[config.mk]
export PLATFORM = sky130hd
export DESIGN_NAME = ac_spi_frame_checker_unit
export DESIGN_NICKNAME = d
export VERILOG_FILES = /design/src/hdl/acspi_pkg.sv /design/src/hdl/ac_spi_frame_checker_unit.sv /design/src/hdl/acspi_track.sv
export SDC_FILE = /design/constraint.sdc
export NUM_CORES = 1
export LEC_CHECK = 0
export ABC_CLOCK_PERIOD_IN_PS = 6800
export BUFFER_PORTS_ARGS = -buffer_cell sky130_fd_sc_hd__buf_2
export CORE_MARGIN = 3
export CORE_UTILIZATION = 45
export DETAILED_ROUTE_END_ITERATION = 8
export GPL_ROUTABILITY_DRIVEN = 0
export PLACE_DENSITY = 0.71
export SYNTH_ARGS = -nofsm -noshare
export SYNTH_HDL_FRONTEND = slang
export SYNTH_SLANG_ARGS = --single-unit
[constraint.sdc]
create_clock -name clk -period 6.8 [get_ports clk]
set_input_delay 0.68 -clock clk [delete_from_list [all_inputs] [get_ports clk]]
set_output_delay 0.68 -clock clk [all_outputs]
set_load 0.05 [all_outputs]
[src/hdl/acspi_pkg.sv]
// Shared types and constants for the AC SPI frame checker.
// No dependencies; imported by acspi_track and ac_spi_frame_checker_unit.
`default_nettype none

package acspi_pkg;

  // Field widths
  localparam int unsigned BYTE_W = 8;
  localparam int unsigned SUM_W  = 16;
  localparam int unsigned POS_W  = 6;
  localparam int unsigned STAT_W = 3;

  // Byte position saturates here; bytes at this index or later are ignored
  localparam logic [POS_W-1:0] POS_MAX = '1;

  // Signature bytes
  localparam logic [BYTE_W-1:0] SIG0_MASK  = 8'hfe;
  localparam logic [BYTE_W-1:0] SIG0_VALUE = 8'h6c;
  localparam logic [BYTE_W-1:0] SIG1_VALUE = 8'h80;
  localparam logic [BYTE_W-1:0] SIG2_VALUE = 8'h04;
  localparam logic [BYTE_W-1:0] LOW_MASK   = 8'hff;

  // Signature byte positions
  localparam logic [POS_W-1:0] SIG0_POS = 6'd0;
  localparam logic [POS_W-1:0] SIG1_POS = 6'd1;
  localparam logic [POS_W-1:0] SIG2_POS = 6'd2;

  // Status codes, lowest nonzero code has priority
  localparam logic [STAT_W-1:0] ST_OK        = 3'd0;
  localparam logic [STAT_W-1:0] ST_BAD_LEN   = 3'd1;
  localparam logic [STAT_W-1:0] ST_BAD_SIG   = 3'd2;
  localparam logic [STAT_W-1:0] ST_BAD_SHORT = 3'd3;
  localparam logic [STAT_W-1:0] ST_BAD_LONG  = 3'd4;

  // Frame report handed from the tracker to the output register
  typedef struct packed {
    logic [STAT_W-1:0] status;
    logic              is_long;
    logic [SUM_W-1:0]  computed_sum;
  } acspi_result_t;

endpackage

`default_nettype wire

[src/hdl/ac_spi_frame_checker_unit.sv]
// AC SPI frame checker, top level: input register, tracker, result register.
// Depends on acspi_pkg and acspi_track.
//
// Usage:
//   Input channel (in_valid/in_stall) carries one received byte per transfer,
//   rx_byte in frame order, with frame_end set on the last byte of the frame.
//   Output channel (out_valid/out_stall) carries one frame report per frame:
//   status, is_long and computed_sum (sum latched at the short checksum).
//   Bytes other than the last produce no output transfer.
// Pipeline and throughput:
//   A byte is registered on acceptance and checked from the input register;
//   a last byte loads its report into the result register as it leaves.
//   One byte per cycle is sustained unless a last byte waits on a held
//   report; the running sum's add and compare sit between these registers.
// Reset:
//   rst (synchronous) clears position, sum, fault flags and both pipeline
//   valid bits; no report is pending afterwards.
// Stall:
//   While out_stall holds a report, ordinary bytes keep flowing; a last byte
//   waits in the input register, and in_stall rises until the slot frees.
`default_nettype none

module ac_spi_frame_checker_unit #(
  parameter int unsigned SHORT_LEN = 20,
  parameter int unsigned LONG_LEN  = 33
) (
  input  wire logic                          clk,
  input  wire logic                          rst,
  input  wire logic                          in_valid,
  output      logic                          in_stall,
  input  wire logic [acspi_pkg::BYTE_W-1:0]  rx_byte,
  input  wire logic                          frame_end,
  output      logic                          out_valid,
  input  wire logic                          out_stall,
  output      logic [acspi_pkg::STAT_W-1:0]  status,
  output      logic                          is_long,
  output      logic [acspi_pkg::SUM_W-1:0]   computed_sum
);
  import acspi_pkg::*;

  logic              hold_valid;
  logic [BYTE_W-1:0] hold_byte;
  logic              hold_end;
  logic              out_free;
  logic              step;
  acspi_result_t     result;
  acspi_result_t     report;

  assign out_free = !out_valid || !out_stall;
  assign step     = hold_valid && (!hold_end || out_free);
  assign in_stall = hold_valid && !step;

  acspi_track #(
    .SHORT_LEN (SHORT_LEN),
    .LONG_LEN  (LONG_LEN)
  ) u_track (
    .clk       (clk),
    .rst       (rst),
    .step      (step),
    .rx_byte   (hold_byte),
    .frame_end (hold_end),
    .result    (result)
  );

  // Input register: take a transfer whenever the held byte moves on
  always_ff @(posedge clk) begin
    if (rst) begin
      hold_valid <= 1'b0;
    end else if (!in_stall) begin
      hold_valid <= in_valid;
    end
  end

  always_ff @(posedge clk) begin
    if (!in_stall && in_valid) begin
      hold_byte <= rx_byte;
      hold_end  <= frame_end;
    end
  end

  // Result register: load a report on the last byte, drop it once taken
  always_ff @(posedge clk) begin
    if (rst) begin
      out_valid <= 1'b0;
    end else if (out_free) begin
      out_valid <= step && hold_end;
    end
  end

  always_ff @(posedge clk) begin
    if (out_free && step && hold_end) begin
      report <= result;
    end
  end

  assign status       = report.status;
  assign is_long      = report.is_long;
  assign computed_sum = report.computed_sum;

endmodule

`default_nettype wire

[src/hdl/acspi_track.sv]
// Per-frame state tracker: byte position, running sum, fault flags.
// Depends on acspi_pkg; instantiated by ac_spi_frame_checker_unit.
`default_nettype none

module acspi_track #(
  parameter int unsigned SHORT_LEN = 20,
  parameter int unsigned LONG_LEN  = 33
) (
  input  wire logic                          clk,
  input  wire logic                          rst,
  input  wire logic                          step,
  input  wire logic [acspi_pkg::BYTE_W-1:0]  rx_byte,
  input  wire logic                          frame_end,
  output acspi_pkg::acspi_result_t           result
);
  import acspi_pkg::*;

  localparam logic [POS_W-1:0] SHORT_HI_POS = POS_W'(SHORT_LEN - 2);
  localparam logic [POS_W-1:0] SHORT_LO_POS = POS_W'(SHORT_LEN - 1);
  localparam logic [POS_W-1:0] LONG_CK_POS  = POS_W'(LONG_LEN - 1);

  logic [POS_W-1:0]  byte_position;
  logic [SUM_W-1:0]  running_sum;
  logic [SUM_W-1:0]  short_sum_latched;
  logic              signature_bad;
  logic              short_sum_bad;
  logic              long_sum_bad;
  logic [BYTE_W-1:0] high_check_byte;

  logic [POS_W-1:0]  byte_position_next;
  logic [SUM_W-1:0]  running_sum_next;
  logic [SUM_W-1:0]  short_sum_latched_next;
  logic              signature_bad_next;
  logic              short_sum_bad_next;
  logic              long_sum_bad_next;
  logic [BYTE_W-1:0] high_check_byte_next;

  logic              in_range;
  logic [SUM_W-1:0]  sum_plus;
  logic [SUM_W-1:0]  rx_check;

  assign in_range = (byte_position != POS_MAX);
  assign sum_plus = running_sum + SUM_W'(rx_byte);
  assign rx_check = {high_check_byte, rx_byte};

  // Update position, sum and fault flags for one byte
  always_comb begin
    byte_position_next     = byte_position;
    running_sum_next       = running_sum;
    short_sum_latched_next = short_sum_latched;
    signature_bad_next     = signature_bad;
    short_sum_bad_next     = short_sum_bad;
    long_sum_bad_next      = long_sum_bad;
    high_check_byte_next   = high_check_byte;

    if (in_range) begin
      if (byte_position == SIG0_POS && (rx_byte & SIG0_MASK) != SIG0_VALUE) begin
        signature_bad_next = 1'b1;
      end
      if (byte_position == SIG1_POS && rx_byte != SIG1_VALUE) begin
        signature_bad_next = 1'b1;
      end
      if (byte_position == SIG2_POS && rx_byte != SIG2_VALUE) begin
        signature_bad_next = 1'b1;
      end

      if (byte_position == SHORT_HI_POS) begin
        short_sum_latched_next = running_sum;
        high_check_byte_next   = rx_byte;
        running_sum_next       = sum_plus;
      end else if (byte_position == SHORT_LO_POS) begin
        if (rx_check != short_sum_latched) begin
          short_sum_bad_next = 1'b1;
        end
        running_sum_next = sum_plus;
      end else if (byte_position == LONG_CK_POS) begin
        if ((running_sum[BYTE_W-1:0] & LOW_MASK) != rx_byte) begin
          long_sum_bad_next = 1'b1;
        end
      end else begin
        running_sum_next = sum_plus;
      end
      byte_position_next = byte_position + 1'b1;
    end
  end

  // Build the frame report from the updated flags
  always_comb begin
    result.is_long      = 1'b0;
    result.computed_sum = short_sum_latched_next;
    if (!in_range) begin
      result.status = ST_BAD_LEN;
    end else if (byte_position == LONG_CK_POS) begin
      result.is_long = 1'b1;
      result.status  = signature_bad_next ? ST_BAD_SIG :
                       short_sum_bad_next ? ST_BAD_SHORT :
                       long_sum_bad_next  ? ST_BAD_LONG : ST_OK;
    end else if (byte_position == SHORT_LO_POS) begin
      result.status = signature_bad_next ? ST_BAD_SIG :
                      short_sum_bad_next ? ST_BAD_SHORT : ST_OK;
    end else begin
      result.status = ST_BAD_LEN;
    end
  end

  // Hold state; advance on each byte, clear after the last one
  always_ff @(posedge clk) begin
    if (rst || (step && frame_end)) begin
      byte_position     <= '0;
      running_sum       <= '0;
      short_sum_latched <= '0;
      signature_bad     <= 1'b0;
      short_sum_bad     <= 1'b0;
      long_sum_bad      <= 1'b0;
      high_check_byte   <= '0;
    end else if (step) begin
      byte_position     <= byte_position_next;
      running_sum       <= running_sum_next;
      short_sum_latched <= short_sum_latched_next;
      signature_bad     <= signature_bad_next;
      short_sum_bad     <= short_sum_bad_next;
      long_sum_bad      <= long_sum_bad_next;
      high_check_byte   <= high_check_byte_next;
    end
  end

endmodule

`default_nettype wire

# Word-level counts from Yosys, hierarchy flattened

Cells that the tools add are included.

Register bits after elaboration: 80
Output and inout bits: 22
Word-level logic and storage cells: 75

Add/sub/neg operators: 2
Eq/ne operators: 12
Mux-type cells: 26
Reductions and logical operators: 21

Operator list:

| kind                                                   | number |
|---|---|
| two-way mux 16 bit                                     | 5 |
| two-way mux 3 bit                                      | 6 |
| adder 16 x 8 -> 16 bit                                 | 1 |
| inequality test 16 bit                                 | 1 |
| two-way mux 1 bit                                      | 14 |
| == test 6 x 5 -> 1 bit (second input constant)         | 2 |
| logical AND 1 bit                                      | 9 |
| inequality test 8 x 3 -> 1 bit (second input constant) | 1 |
| inequality test 8 bit                                  | 1 |
| inequality test 8 bit (second input constant)          | 1 |
| inequality test 7 x 6 -> 1 bit (second input constant) | 1 |
| adder 6 x 1 -> 6 bit (second input constant)           | 1 |
| == test 6 x 1 -> 1 bit (second input constant)         | 1 |
| == test 6 x 2 -> 1 bit (second input constant)         | 1 |
| == test 6 bit (second input constant)                  | 1 |
| zero test 6 bit                                        | 1 |
| inequality test 6 bit (second input constant)          | 1 |
| AND reduction 3 bit                                    | 2 |
| zero test 1 bit                                        | 5 |
| logical OR 1 bit                                       | 3 |
| inequality test 3 x 1 -> 1 bit (second input constant) | 1 |
| two-way mux 2 bit                                      | 1 |
| AND reduction 2 bit                                    | 1 |

# Logic depth before layout (Yosys ltp)

Gate-level depths: netlist of the first run.

Depth in word-level cells: 10
Depth in mapped cells: 8

# By module

A second synthesis of the first run with hierarchy kept.

Cell total of the unflattened synthesis: 364
Area, all modules: 3,921.3 sq um

Modules (own cells, without submodules):

| module                    | times used | cells an instance | area an instance (sq um) |
|---|---|---|---|
| acspi_track               | 1          | 322               | 2,957.8 |
| ac_spi_frame_checker_unit | 1          | 42                | 963.4 |

# Worst setup path before layout of the first run

No wires, ideal clock.

Kind: reg-to-reg
Start: register hold_byte[0]
End: register u_track.running_sum[12]
Library setup time: 0.070 ns
Arrival: 2.215 ns
Required time: 6.730 ns
Slack: 4.514 ns
Cell stages (with the launch flop): 8
Path buffers: 0
Path through: edfxtp_1 ha_1 fa_1 a21o_1 a221oi_1 a2111oi_4 a21bo_2 a21oi_1

Word-level cells in the longest chain between the ends: 4

RTL lines:

| item                     | line                            | text |
|---|---|---|
| start, declared          | ac_spi_frame_checker_unit.sv:42 | `logic [BYTE_W-1:0] hold_byte;` |
| start signal, assigned   | ac_spi_frame_checker_unit.sv:76 | `hold_byte <= rx_byte;` |
| adder 16 x 8 -> 16 bit * | acspi_track.sv:43               | `assign sum_plus = running_sum + SUM_W'(rx_byte);` |
| two-way mux 16 bit       | acspi_track.sv:76               | `end else if (byte_position == LONG_CK_POS) begin` |
| two-way mux 16 bit       | acspi_track.sv:71               | `end else if (byte_position == SHORT_LO_POS) begin` |
| two-way mux 16 bit *     | acspi_track.sv:67               | `if (byte_position == SHORT_HI_POS) begin` |
| end signal, assigned     | acspi_track.sv:118              | `running_sum <= running_sum_next;` |
| end, declared            | acspi_track.sv:23               | `logic [SUM_W-1:0] running_sum;` |

Every way passes the cells marked *; elsewhere a longest branch is shown, timed or not. The select of a mux whose other input is x is not followed.
A chain may end at the register's enable or synchronous reset.

# Worst setup path after layout of the first run

Start: register u_track.byte_position[4]
End: register u_track.short_sum_latched[0]

Word-level cells in the longest chain between the ends: 3

RTL lines:

| item                   | line               | text |
|---|---|---|
| start, declared        | acspi_track.sv:22  | `logic [POS_W-1:0] byte_position;` |
| start signal, assigned | acspi_track.sv:117 | `byte_position <= byte_position_next;` |
| == test 6 x 5 -> 1 bit | acspi_track.sv:67  |  |
| two-way mux 16 bit     | acspi_track.sv:67  |  |
| two-way mux 16 bit *   | acspi_track.sv:56  | `if (in_range) begin` |
| end signal, assigned   | acspi_track.sv:119 | `short_sum_latched <= short_sum_latched_next;` |
| end, declared          | acspi_track.sv:24  | `logic [SUM_W-1:0] short_sum_latched;` |

Every way passes the cells marked *; elsewhere a longest branch is shown, timed or not.

==> metrics, run 1 <==
status=complete, no violations; vias=approximately 2800; synth warn=0; Hold EP=u_track.long_sum_bad$_SDFFE_PP0P_; startpoint class of the critical path=register; biggest area consumer among synthesized cells=dfxtp_1; nets=~440; initial antenna violation count=0; Worst-Skew Late Latency=360 ps; critical path peak fanout=24; H-Tree Depth=3; share of post-route cells with drive strength above 1=17.4%; largest net degree at the start of global routing=49; Num CTS Buffers=9; fin crit share=41.1%; RR Startpoint=u_track.byte_position[4]$_SDFFE_PP0P_; Initial Utilization=47.2%; crit end category=register; DR DRC count=0; most frequent cell after synthesis=nand2_1; post-synth cell types=53; Mapped Cells=around 380; DP HPWL=5570 um; synthesized cell area=3720 um2; Design Area, Final=4140 um2; max_slew headroom=26.5%; Register Area=~1900 um2; Hold Path Class=register to register; CTS Sinks=80; gr usage total=roughly 18%; Slew Limit Fails=0; Fillers=703; DRT antenna net count=0; ys flop type=dfxtp_1; syn nets=403; router iterations before antenna repair=4; top cells by count, synth=nand2_1, dfxtp_1, a21oi_1; Clock Skew=~15 ps; chip width=slightly below 100 um; vias in the first global route=roughly 2700; CORE AREA=7890 um2; pwr/cell area=219 nW/um2; kind of critical path=register to register; area delta synth->final=11.2%; hold_buf cts=0; # resized after CTS=0; Synth area leaders=dfxtp_1, edfxtp_1, nand2_1; share of the yosys chip area belonging to registers=50.8%; terminus of the critical flop-to-flop path=u_track.short_sum_latched[0]$_SDFFE_PP0P_; worst vdd ir=about 0.00013 V; Post-CTS Setup Inserts=0; pre-CTS setup slack=4020 ps; total wire length=7870 um; Mean Syn Cell Area=9.87 um2; I/O Pins=35; Post-synth EDFFs=29; flops & latches, synth=80; slew at the pin closest to its max-slew limit=1100 ps; site row count=32; worst endpoint required time=6990 ps; Clock Path Buffers=2; CTS tree=done; post-layout util=52.5%; Final Hold Vio Count=0; post-DR vias/cell=roughly 5.4; DIE AREA=9400 um2; root buffer cell=clkbuf_8; flop2flop setup slack=4000 ps; # setup viols final=0; reg2reg path depth=5; RSZ-0062 raised after global routing=false; hold path start=u_track.long_sum_bad$_SDFFE_PP0P_; maxcap violations=0; Placed Area=3970 um2; Final min period=2800 ps; Pleak=1.58 nW; multi-input logic area=1750 um2; DR WL/cell=approximately 15 um; Clock transition at path regs=roughly 80 ps; Critical Path AT=2990 ps; drt initial violations=216; setup_tns=0 ps; I/O Buffers=34; Antenna Cells=0; Total Power=roughly 0.91 mW; die height=96.9 um; global-route wire length before repair=13300 um; Synth top area share=between 20 and 30%; Max Fclk=357 MHz; final worst slack=4000 ps; final global-route overflow total=0; Hold Path Depth=2; fraction of registers with async set/reset=0%
==> worst max-delay path by stage <==
stage                                                startpoint                                         end  slack [ps]
after floorplan                          hold_byte[0]$_DFFE_PP_        u_track.running_sum[12]$_SDFFE_PP0P_        4510
after global placement    u_track.byte_position[4]$_SDFFE_PP0P_  u_track.short_sum_latched[15]$_SDFFE_PP0P_        4090
after detailed placement  u_track.byte_position[4]$_SDFFE_PP0P_   u_track.short_sum_latched[0]$_SDFFE_PP0P_        4020
after CTS                 u_track.byte_position[4]$_SDFFE_PP0P_   u_track.short_sum_latched[0]$_SDFFE_PP0P_        3970
after global routing      u_track.byte_position[4]$_SDFFE_PP0P_  u_track.short_sum_latched[14]$_SDFFE_PP0P_        3680
final                     u_track.byte_position[4]$_SDFFE_PP0P_   u_track.short_sum_latched[0]$_SDFFE_PP0P_        4000
==> area by class of cell <==
| class | instances | area share (%) |
|---|---|---|
| multi-input cells | 277 | 42.2 |
| inverters | 6 | 0.544 |
| repair buffers | 35 | 4.29 |
| well taps | 102 | 3.08 |
| clock buffers | 11 | 3.42 |
| clock inverters | 5 | 0.786 |
| flip-flops and latches | 80 | 45.7 |
==> cell families after synthesis <==
group | synth area share [%]
and+or+nand+nor | 17.7
DFF | 50.8
AOI/OAI and AO/OA | 13.7
xor gates and xnor gates | 6.12
buffers and inverters | 2.25
muxes | 4.77
adders and majority gates | 4.57
==> cells in the final DEF, fill, tap and decap left out, drive strengths merged, types with 2 or more instances in the layout <==
cell	synthesis	final
nand2	77	77
dfxtp	51	51
a21oi	42	42
buf	6	35
edfxtp	29	29
nor2	24	24
xor2	17	17
mux2	14	14
ha	12	12
clkbuf	8	11
xnor2	9	9
nand3	8	8
nor4	8	8
inv	6	7
a21o	5	5
o21ai	4	4
and3	4	4
nor2b	3	3
nand4	3	3
nor3	3	3
o31ai	3	3
o21a	3	3
a31o	3	3
o211ai	3	3
clkinv	0	3
nand3b	2	2
and4	2	2
nand2b	2	2
a211oi	2	2
or2	2	2
or4	2	2
o311ai	2	2
mux2i	2	2
==> state kept, by name, indices dropped and copies added, names as in the netlist, 3 cells and up <==
| name | cells |
|---|---|
| computed_sum | 16 |
| hold_byte | 8 |
| status | 3 |
| u_track.byte_position | 6 |
| u_track.high_check_byte | 8 |
| u_track.running_sum | 16 |
| u_track.short_sum_latched | 16 |
==> layer usage <==
| layer | global-route usage, % | share of wire (%) | vias to the layer above |
|---|---|---|---|
| li1 | - | - | 1405 |
| met1 | 23.9 | 47 | 1290 |
| met2 | 27.9 | 46 | 71 |
| met3 | 3.89 | 4.8 | 13 |
| met4 | 6.70 | 2.4 | 0 |
| met5 | 0 | 0 | - |
==> per-stage QoR <==
| stage | std cells | hold WS [ps] |
|---|---|---|
| final | 516 | 471 |
| after detailed placement | 500 | 455 |
| after floorplan | 377 | 432 |
| after global placement | 500 | 442 |
| after global routing | 516 | 480 |
| after CTS | 516 | 470 |
==> worst max-delay path, cell delays in order (launching register included) <==
cell and delay, ps:
dfxtp_1 380, nor2b_1 310, nand3_1 740, nand2b_1 850, nand2_1 250, a21oi_1 90
==> where the power goes <==
part	switching [mW]	internal (mW)
registers	0.0121	0.506
logic	0.0525	0.0278
clock network	0.168	0.142
total	0.233	0.675
(Power assumes the default switching activity.)
==> run 2: changes to the inputs <==
--- a/config.mk
+++ b/config.mk
@@ -5,13 +5,13 @@
 export SDC_FILE = /design/constraint.sdc
 export NUM_CORES = 1
 export LEC_CHECK = 0
-export ABC_CLOCK_PERIOD_IN_PS = 6800
+export ABC_CLOCK_PERIOD_IN_PS = 2400
 export BUFFER_PORTS_ARGS = -buffer_cell sky130_fd_sc_hd__buf_2
 export CORE_MARGIN = 3
 export CORE_UTILIZATION = 45
 export DETAILED_ROUTE_END_ITERATION = 8
 export GPL_ROUTABILITY_DRIVEN = 0
-export PLACE_DENSITY = 0.71
+export PLACE_DENSITY = 0.74
 export SYNTH_ARGS = -nofsm -noshare
 export SYNTH_HDL_FRONTEND = slang
 export SYNTH_SLANG_ARGS = --single-unit
==> constraint.sdc (replaced) <==
create_clock -name clk -period 2.4 [get_ports clk]
set_input_delay 0.24 -clock clk [delete_from_list [all_inputs] [get_ports clk]]
set_output_delay 0.24 -clock clk [all_outputs]
set_load 0.05 [all_outputs]
==> run 2 against run 1 <==
Net effect:
- register-to-register slack worse by 3800 ps
- non-clock buffer count is 12 higher
- critical path type unchanged
- final area is 2.6% higher
- critical path depth is 2 higher
- final cell count is 2.3% higher
==> metrics, run 2 (synthesis gave the netlist of run 1 again) <==
Final Hold Vio Count=0 (unchanged); Clock Path Buffers=2 (unchanged); CTS tree=done (unchanged); setup_tns=0 ps (unchanged); DR DRC count=0 (unchanged); Total Power=2.60 mW (was 0.908 mW); DIE AREA=9400 um2 (unchanged); Critical Path AT=2460 ps (was 2990 ps); slew at the pin closest to its max-slew limit=674 ps (was 1100 ps); sw power=0.644 mW (was 0.233 mW); I/O Pins=35 (unchanged); CP max stage cell=edfxtp_1 (was nand2b_1); worst endpoint required time=2630 ps (was 6990 ps); die height=96.9 um (unchanged); # resized after CTS=0 (unchanged); hold_buf cts=0 (unchanged); final hold slack=65.8 ps (was 471 ps); CTS Sinks=80 (unchanged); vias=2919 (was 2779); Design Area, Final=4250 um2 (was 4140 um2); router iterations before antenna repair=5 (was 4); global-route wire length before repair=13700 um (was 13300 um); largest net degree at the start of global routing=26 (was 49); site row count=32 (unchanged); Net Sw Frac=24.8% (was 25.6%); status=complete, no violations (unchanged); Pleak=1.65 nW (was 1.58 nW); initial antenna violation count=0 (unchanged); Slew Limit Fails=0 (unchanged); Num CTS Buffers=9 (unchanged); commonest non-fill, non-tap cell in the layout=nand2_1 (unchanged); worst vdd ir=0.000365 V (was 0.000133 V); maxcap violations=0 (unchanged); Placed Area=4070 um2 (was 3970 um2); fin crit share=92.9% (was 41.1%); nets=447 (was 435); # setup viols final=0 (unchanged); Seq pwr share=56.2% (was 57.0%); post-layout util=53.8% (was 52.5%); drt initial violations=200 (was 216); Hold Path Class=input pin to register (was register to register); H-Tree Depth=3 (unchanged); I/O Buffers=34 (unchanged); critical-path cell list=ha_1 -> and3_1 -> a221oi_1 -> buf_4 -> a2111oi_4 -> nand3_1 -> mux2i_1 (was nor2b_1 -> nand3_1 -> nand2b_1 -> nand2_1 -> a21oi_1); gr usage total=18.1% (was 17.7%); vias in the first global route=2728 (was 2691); Fillers=670 (was 703); Post-CTS Setup Inserts=0 (unchanged); Top Family by Delay on Critical Path=compound AO/OA/AOI/OAI gates (was simple AND/OR/NAND/NOR gates); critical path peak fanout=6 (was 24); CORE AREA=7890 um2 (unchanged); Comb pwr share=9.7% (was 8.8%); root buffer cell=clkbuf_8 (unchanged); final global-route overflow total=0 (unchanged); total wire length=8150 um (was 7870 um); crit end category=register (unchanged); area delta synth->final=14.1% (was 11.2%); DRT antenna net count=0 (unchanged); kind of critical path=register to register (unchanged); Buf/Inv on CP=1 (was 0); DR WL/cell=15.4 um (was 15.3 um); clock share of power=34.1% (was 34.2%); critical path's largest stage delay=480 ps (was 850 ps); post-DR vias/cell=5.53 (was 5.39); internal power=1.96 mW (was 0.675 mW); RSZ-0062 raised after global routing=false (unchanged); DP HPWL=5870 um (was 5570 um); pwr/cell area=612 nW/um2 (was 219 nW/um2); chip width=96.9 um (unchanged); Antenna Cells=0 (unchanged); max_slew headroom=55.1% (was 26.5%); Worst-Skew Late Latency=340 ps (was 360 ps); flop2flop setup slack=170 ps (was 4000 ps); Max Fclk=449 MHz (was 357 MHz); leading cell types in the layout, fill and taps excluded=nand2_1, dfxtp_1, a21oi_1 (unchanged); Clock Skew=5.47 ps (was 15.3 ps); share of post-route cells with drive strength above 1=19.7% (was 17.4%); Clock transition at path regs=80 ps (about the same); Initial Utilization=47.2% (unchanged); startpoint class of the critical path=register (unchanged); Final min period=2230 ps (was 2800 ps)
==> run 2: cell count changes in the layout (fill, tap and decap cells not counted) <==
cell | before | now
buf_4 | 1 | 12
a21oi_1 | 42 | 41
a21oi_2 | 0 | 1
buf_12 | 0 | 1
clkbuf_1 | 1 | 2
clkbuf_8 | 10 | 11
clkinv_4 | 1 | 0
clkinvlp_4 | 1 | 0
==> run 2: final cells by class <==
| type | count | area (um2) | share of cell area, % |
|---|---|---|---|
| clock inverter | 3 | 16.3 | 0.383 |
| sequential | 80 | 1890 | 44.5 |
| tap | 102 | 128 | 3.01 |
| timing repair buffer | 47 | 280 | 6.60 |
| inverter | 6 | 22.5 | 0.530 |
| clock buffer | 13 | 159 | 3.74 |
| multi-input combinational | 277 | 1750 | 41.2 |
==> run 2: worst paths after layout <==
check / from / endpoint / depth (start not counted)
hold / removal: rx_byte[6] / hold_byte[6]$_DFFE_PP_ / 1
hold reg to reg: u_track.long_sum_bad$_SDFFE_PP0P_ / u_track.long_sum_bad$_SDFFE_PP0P_ / 2
setup / recovery: hold_byte[4]$_DFFE_PP_ / u_track.running_sum[10]$_SDFFE_PP0P_ / 7
setup reg to reg: hold_byte[4]$_DFFE_PP_ / u_track.running_sum[10]$_SDFFE_PP0P_ / 7
==> run 2: routing by layer <==
layer	share of wire [%]	vias up	track usage (%)
li1	-	1433	-
met1	47	1383	24.1
met2	46	92	28.2
met3	5.5	11	4.40
met4	2.0	0	7.78
met5	0	-	0
==> run 2: through the flow <==
stage               setup WS [ps]  instances
CTS                           134        528
detailed placement            140        512
global route                 19.8        528
floorplan                     114        377
global placement              245        512
finish                        171        528
==> run 2: power by group through the flow <==
stage	clock, mW	sequential, mW	combinational (mW)
global route	0.971	1.47	0.274
global placement	0	1.49	0.243
floorplan	0	1.52	0.144
detailed placement	0	1.49	0.248
finish	0.887	1.46	0.252
CTS	0.907	1.46	0.249
==> run 3: changes to the inputs <==
--- a/config.mk
+++ b/config.mk
@@ -11,7 +11,8 @@
 export CORE_UTILIZATION = 45
 export DETAILED_ROUTE_END_ITERATION = 8
 export GPL_ROUTABILITY_DRIVEN = 0
-export PLACE_DENSITY = 0.74
+export GPL_TIMING_DRIVEN = 0
+export PLACE_DENSITY = 0.67
 export SYNTH_ARGS = -nofsm -noshare
 export SYNTH_HDL_FRONTEND = slang
 export SYNTH_SLANG_ARGS = --single-unit
==> run 3 against run 2 <==
Net effect:
- count of clock-buffer cells in the layout is 1 lower
- largest cell class unchanged
- routed wire length is 7.2% higher
- global-route usage is 0.75 points higher
- via count is 1.7% higher
- largest power group unchanged
- fmax is 5.8% lower
- non-clock buffer count is 13 higher
- utilization is 0.84 points higher
- sequential power hardly changed
- first-iteration DRC count is 30% lower
- final cell count is 2.5% higher
- total power is 0.64% lower
==> metrics, run 3 (synthesis gave the netlist of run 1 again) <==
Clock transition at path regs=80 ps (about the same); Critical Path AT=2480 ps (was 2460 ps); CTS tree=done (unchanged); RSZ-0062 raised after global routing=true (was false); critical path peak fanout=5 (was 6); DR DRC count=0 (unchanged); DR WL/cell=16.1 um (was 15.4 um); commonest non-fill, non-tap cell in the layout=nand2_1 (unchanged); DP HPWL=6150 um (was 5870 um); nets=460 (was 447); leading cell types in the layout, fill and taps excluded=nand2_1, dfxtp_1, a21oi_1 (unchanged); vias in the first global route=2830 (was 2728); fin crit share=98.6% (was 92.9%); I/O Pins=35 (unchanged); DIE AREA=9400 um2 (unchanged); largest net degree at the start of global routing=22 (was 26); global-route wire length before repair=14100 um (was 13700 um); chip width=96.9 um (unchanged); H-Tree Depth=3 (unchanged); critical-path cell list=buf_4 -> or4b_1 -> a221o_1 -> a31o_1 -> o31a_1 (was ha_1 -> and3_1 -> a221oi_1 -> buf_4 -> a2111oi_4 -> nand3_1 -> mux2i_1); vias=2968 (was 2919); Pleak=1.67 nW (was 1.65 nW); Clock Path Buffers=2 (unchanged); terminus of the critical flop-to-flop path=status[1]$_SDFFCE_PP0P_ (was u_track.running_sum[10]$_SDFFE_PP0P_); RR Startpoint=hold_byte[1]$_DFFE_PP_ (was hold_byte[4]$_DFFE_PP_); Initial Utilization=47.2% (unchanged); kind of critical path=register to register (unchanged); gr usage total=18.9% (was 18.1%); DRT antenna net count=0 (unchanged); Final min period=2370 ps (was 2230 ps); final std cells w/o fill=541 (was 528); post-layout util=54.7% (was 53.8%); flop2flop setup slack=30 ps (was 170 ps); Hold Path Depth=1 (unchanged); reg2reg path depth=5 (was 7); post-DR vias/cell=5.49 (was 5.53); pwr/cell area=599 nW/um2 (was 612 nW/um2); startpoint class of the critical path=register (unchanged); drt initial violations=140 (was 200); final global-route overflow total=0 (unchanged); area delta synth->final=15.9% (was 14.1%); hold_buf cts=0 (unchanged); worst vdd ir=0.000416 V (was 0.000365 V); total wire length=8730 um (was 8150 um); Hold EP=hold_byte[0]$_DFFE_PP_ (was hold_byte[6]$_DFFE_PP_); Clock Skew=9.49 ps (was 5.47 ps); # setup viols final=0 (unchanged); initial antenna violation count=0 (unchanged); status=complete, no violations (unchanged); max_slew headroom=31.2% (was 55.1%); hold path start=rx_byte[0] (was rx_byte[6]); Slew Limit Fails=0 (unchanged); Buf/Inv on CP=1 (unchanged); Worst-Skew Late Latency=360 ps (was 340 ps); Fillers=706 (was 670); root buffer cell=clkbuf_8 (unchanged); die height=96.9 um (unchanged); router iterations before antenna repair=4 (was 5); worst endpoint required time=2510 ps (was 2630 ps); Antenna Cells=0 (unchanged); Num CTS Buffers=9 (unchanged); slew at the pin closest to its max-slew limit=1030 ps (was 674 ps); CP max stage cell=or4b_1 (was edfxtp_1); critical path's largest stage delay=510 ps (was 480 ps); maxcap violations=0 (unchanged); Hold Path Class=input pin to register (unchanged); Top Family by Delay on Critical Path=compound AO/OA/AOI/OAI gates (unchanged); Max Fclk=423 MHz (was 449 MHz); CTS Sinks=80 (unchanged); I/O Buffers=34 (unchanged); crit end category=register (unchanged); CORE AREA=7890 um2 (unchanged); site row count=32 (unchanged); Final Hold Vio Count=0 (unchanged); Inst Count DP=513 (was 512); share of post-route cells with drive strength above 1=21.2% (was 19.7%)
## run 3: cell types whose count changed in the layout (fill, tap and decap cells not counted), moves of 2 or more
cell,change
ha_2,+2
clkbuf_8,-2
clkbuf_1,+9
buf_2,+4
ha_1,-3
## run 3: routing by layer
metal / vias up / wire length [um] / track usage, %
li1: 1458 / - / -
met1: 1425 / 4050 / 24.7
met2: 63 / 4070 / 30.0
met3: 22 / 360 / 3.82
met4: 0 / 253 / 8.86
met5: - / 0 / 0
## run 3: what timing repair did
item / in CTS / in global routing
setup endpoints to repair: 5 / 16
gates cloned: 0 / 0
buffers inserted: 0 / 12
pin swaps: 0 / 2
gates resized for setup: 2 / 6
## run 3: where the power goes
group / internal (mW) / switching, mW
Combinational: 0.101 / 0.165
Clock: 0.373 / 0.475
Sequential: 1.43 / 0.0353
Total: 1.91 / 0.676
## run 3: how the worst max path moves through the flow
stage                                      start                                    to  depth (start not counted)
after floorplan           hold_byte[0]$_DFFE_PP_  u_track.running_sum[12]$_SDFFE_PP0P_                          7
after global placement    hold_byte[0]$_DFFE_PP_  u_track.running_sum[12]$_SDFFE_PP0P_                          7
after detailed placement  hold_byte[0]$_DFFE_PP_  u_track.running_sum[12]$_SDFFE_PP0P_                          7
after CTS                 hold_byte[4]$_DFFE_PP_  u_track.running_sum[15]$_SDFFE_PP0P_                          6
after global routing      hold_byte[1]$_DFFE_PP_               status[1]$_SDFFCE_PP0P_                          5
final                     hold_byte[1]$_DFFE_PP_               status[1]$_SDFFCE_PP0P_                          5
## run 3: per-stage QoR
step	total power [mW]	setup TNS, ps	worst slack (ps)	hold slack (ps)	instance area, um2
after CTS	2.57	0	3.58	44.8	4200
final	2.58	0	33.8	52.5	4310
after global routing	2.69	-30.8	-27.1	46.4	4310
after global placement	1.73	-625	-184	416	4020
after detailed placement	1.73	-679	-204	418	4020
after floorplan	1.66	0	114	309	3720
## run 3: cell type report
class / count / area, um2 / share of cell area [%]
sequential: 80 / 1890 / 43.9
multi-input combinational: 277 / 1790 / 41.5
timing repair buffer: 46 / 260 / 6.03
clock buffer: 12 / 135 / 3.13
tap: 102 / 128 / 2.96
buffer: 14 / 62.6 / 1.45
clock inverter: 4 / 23.8 / 0.551
inverter: 6 / 22.5 / 0.522
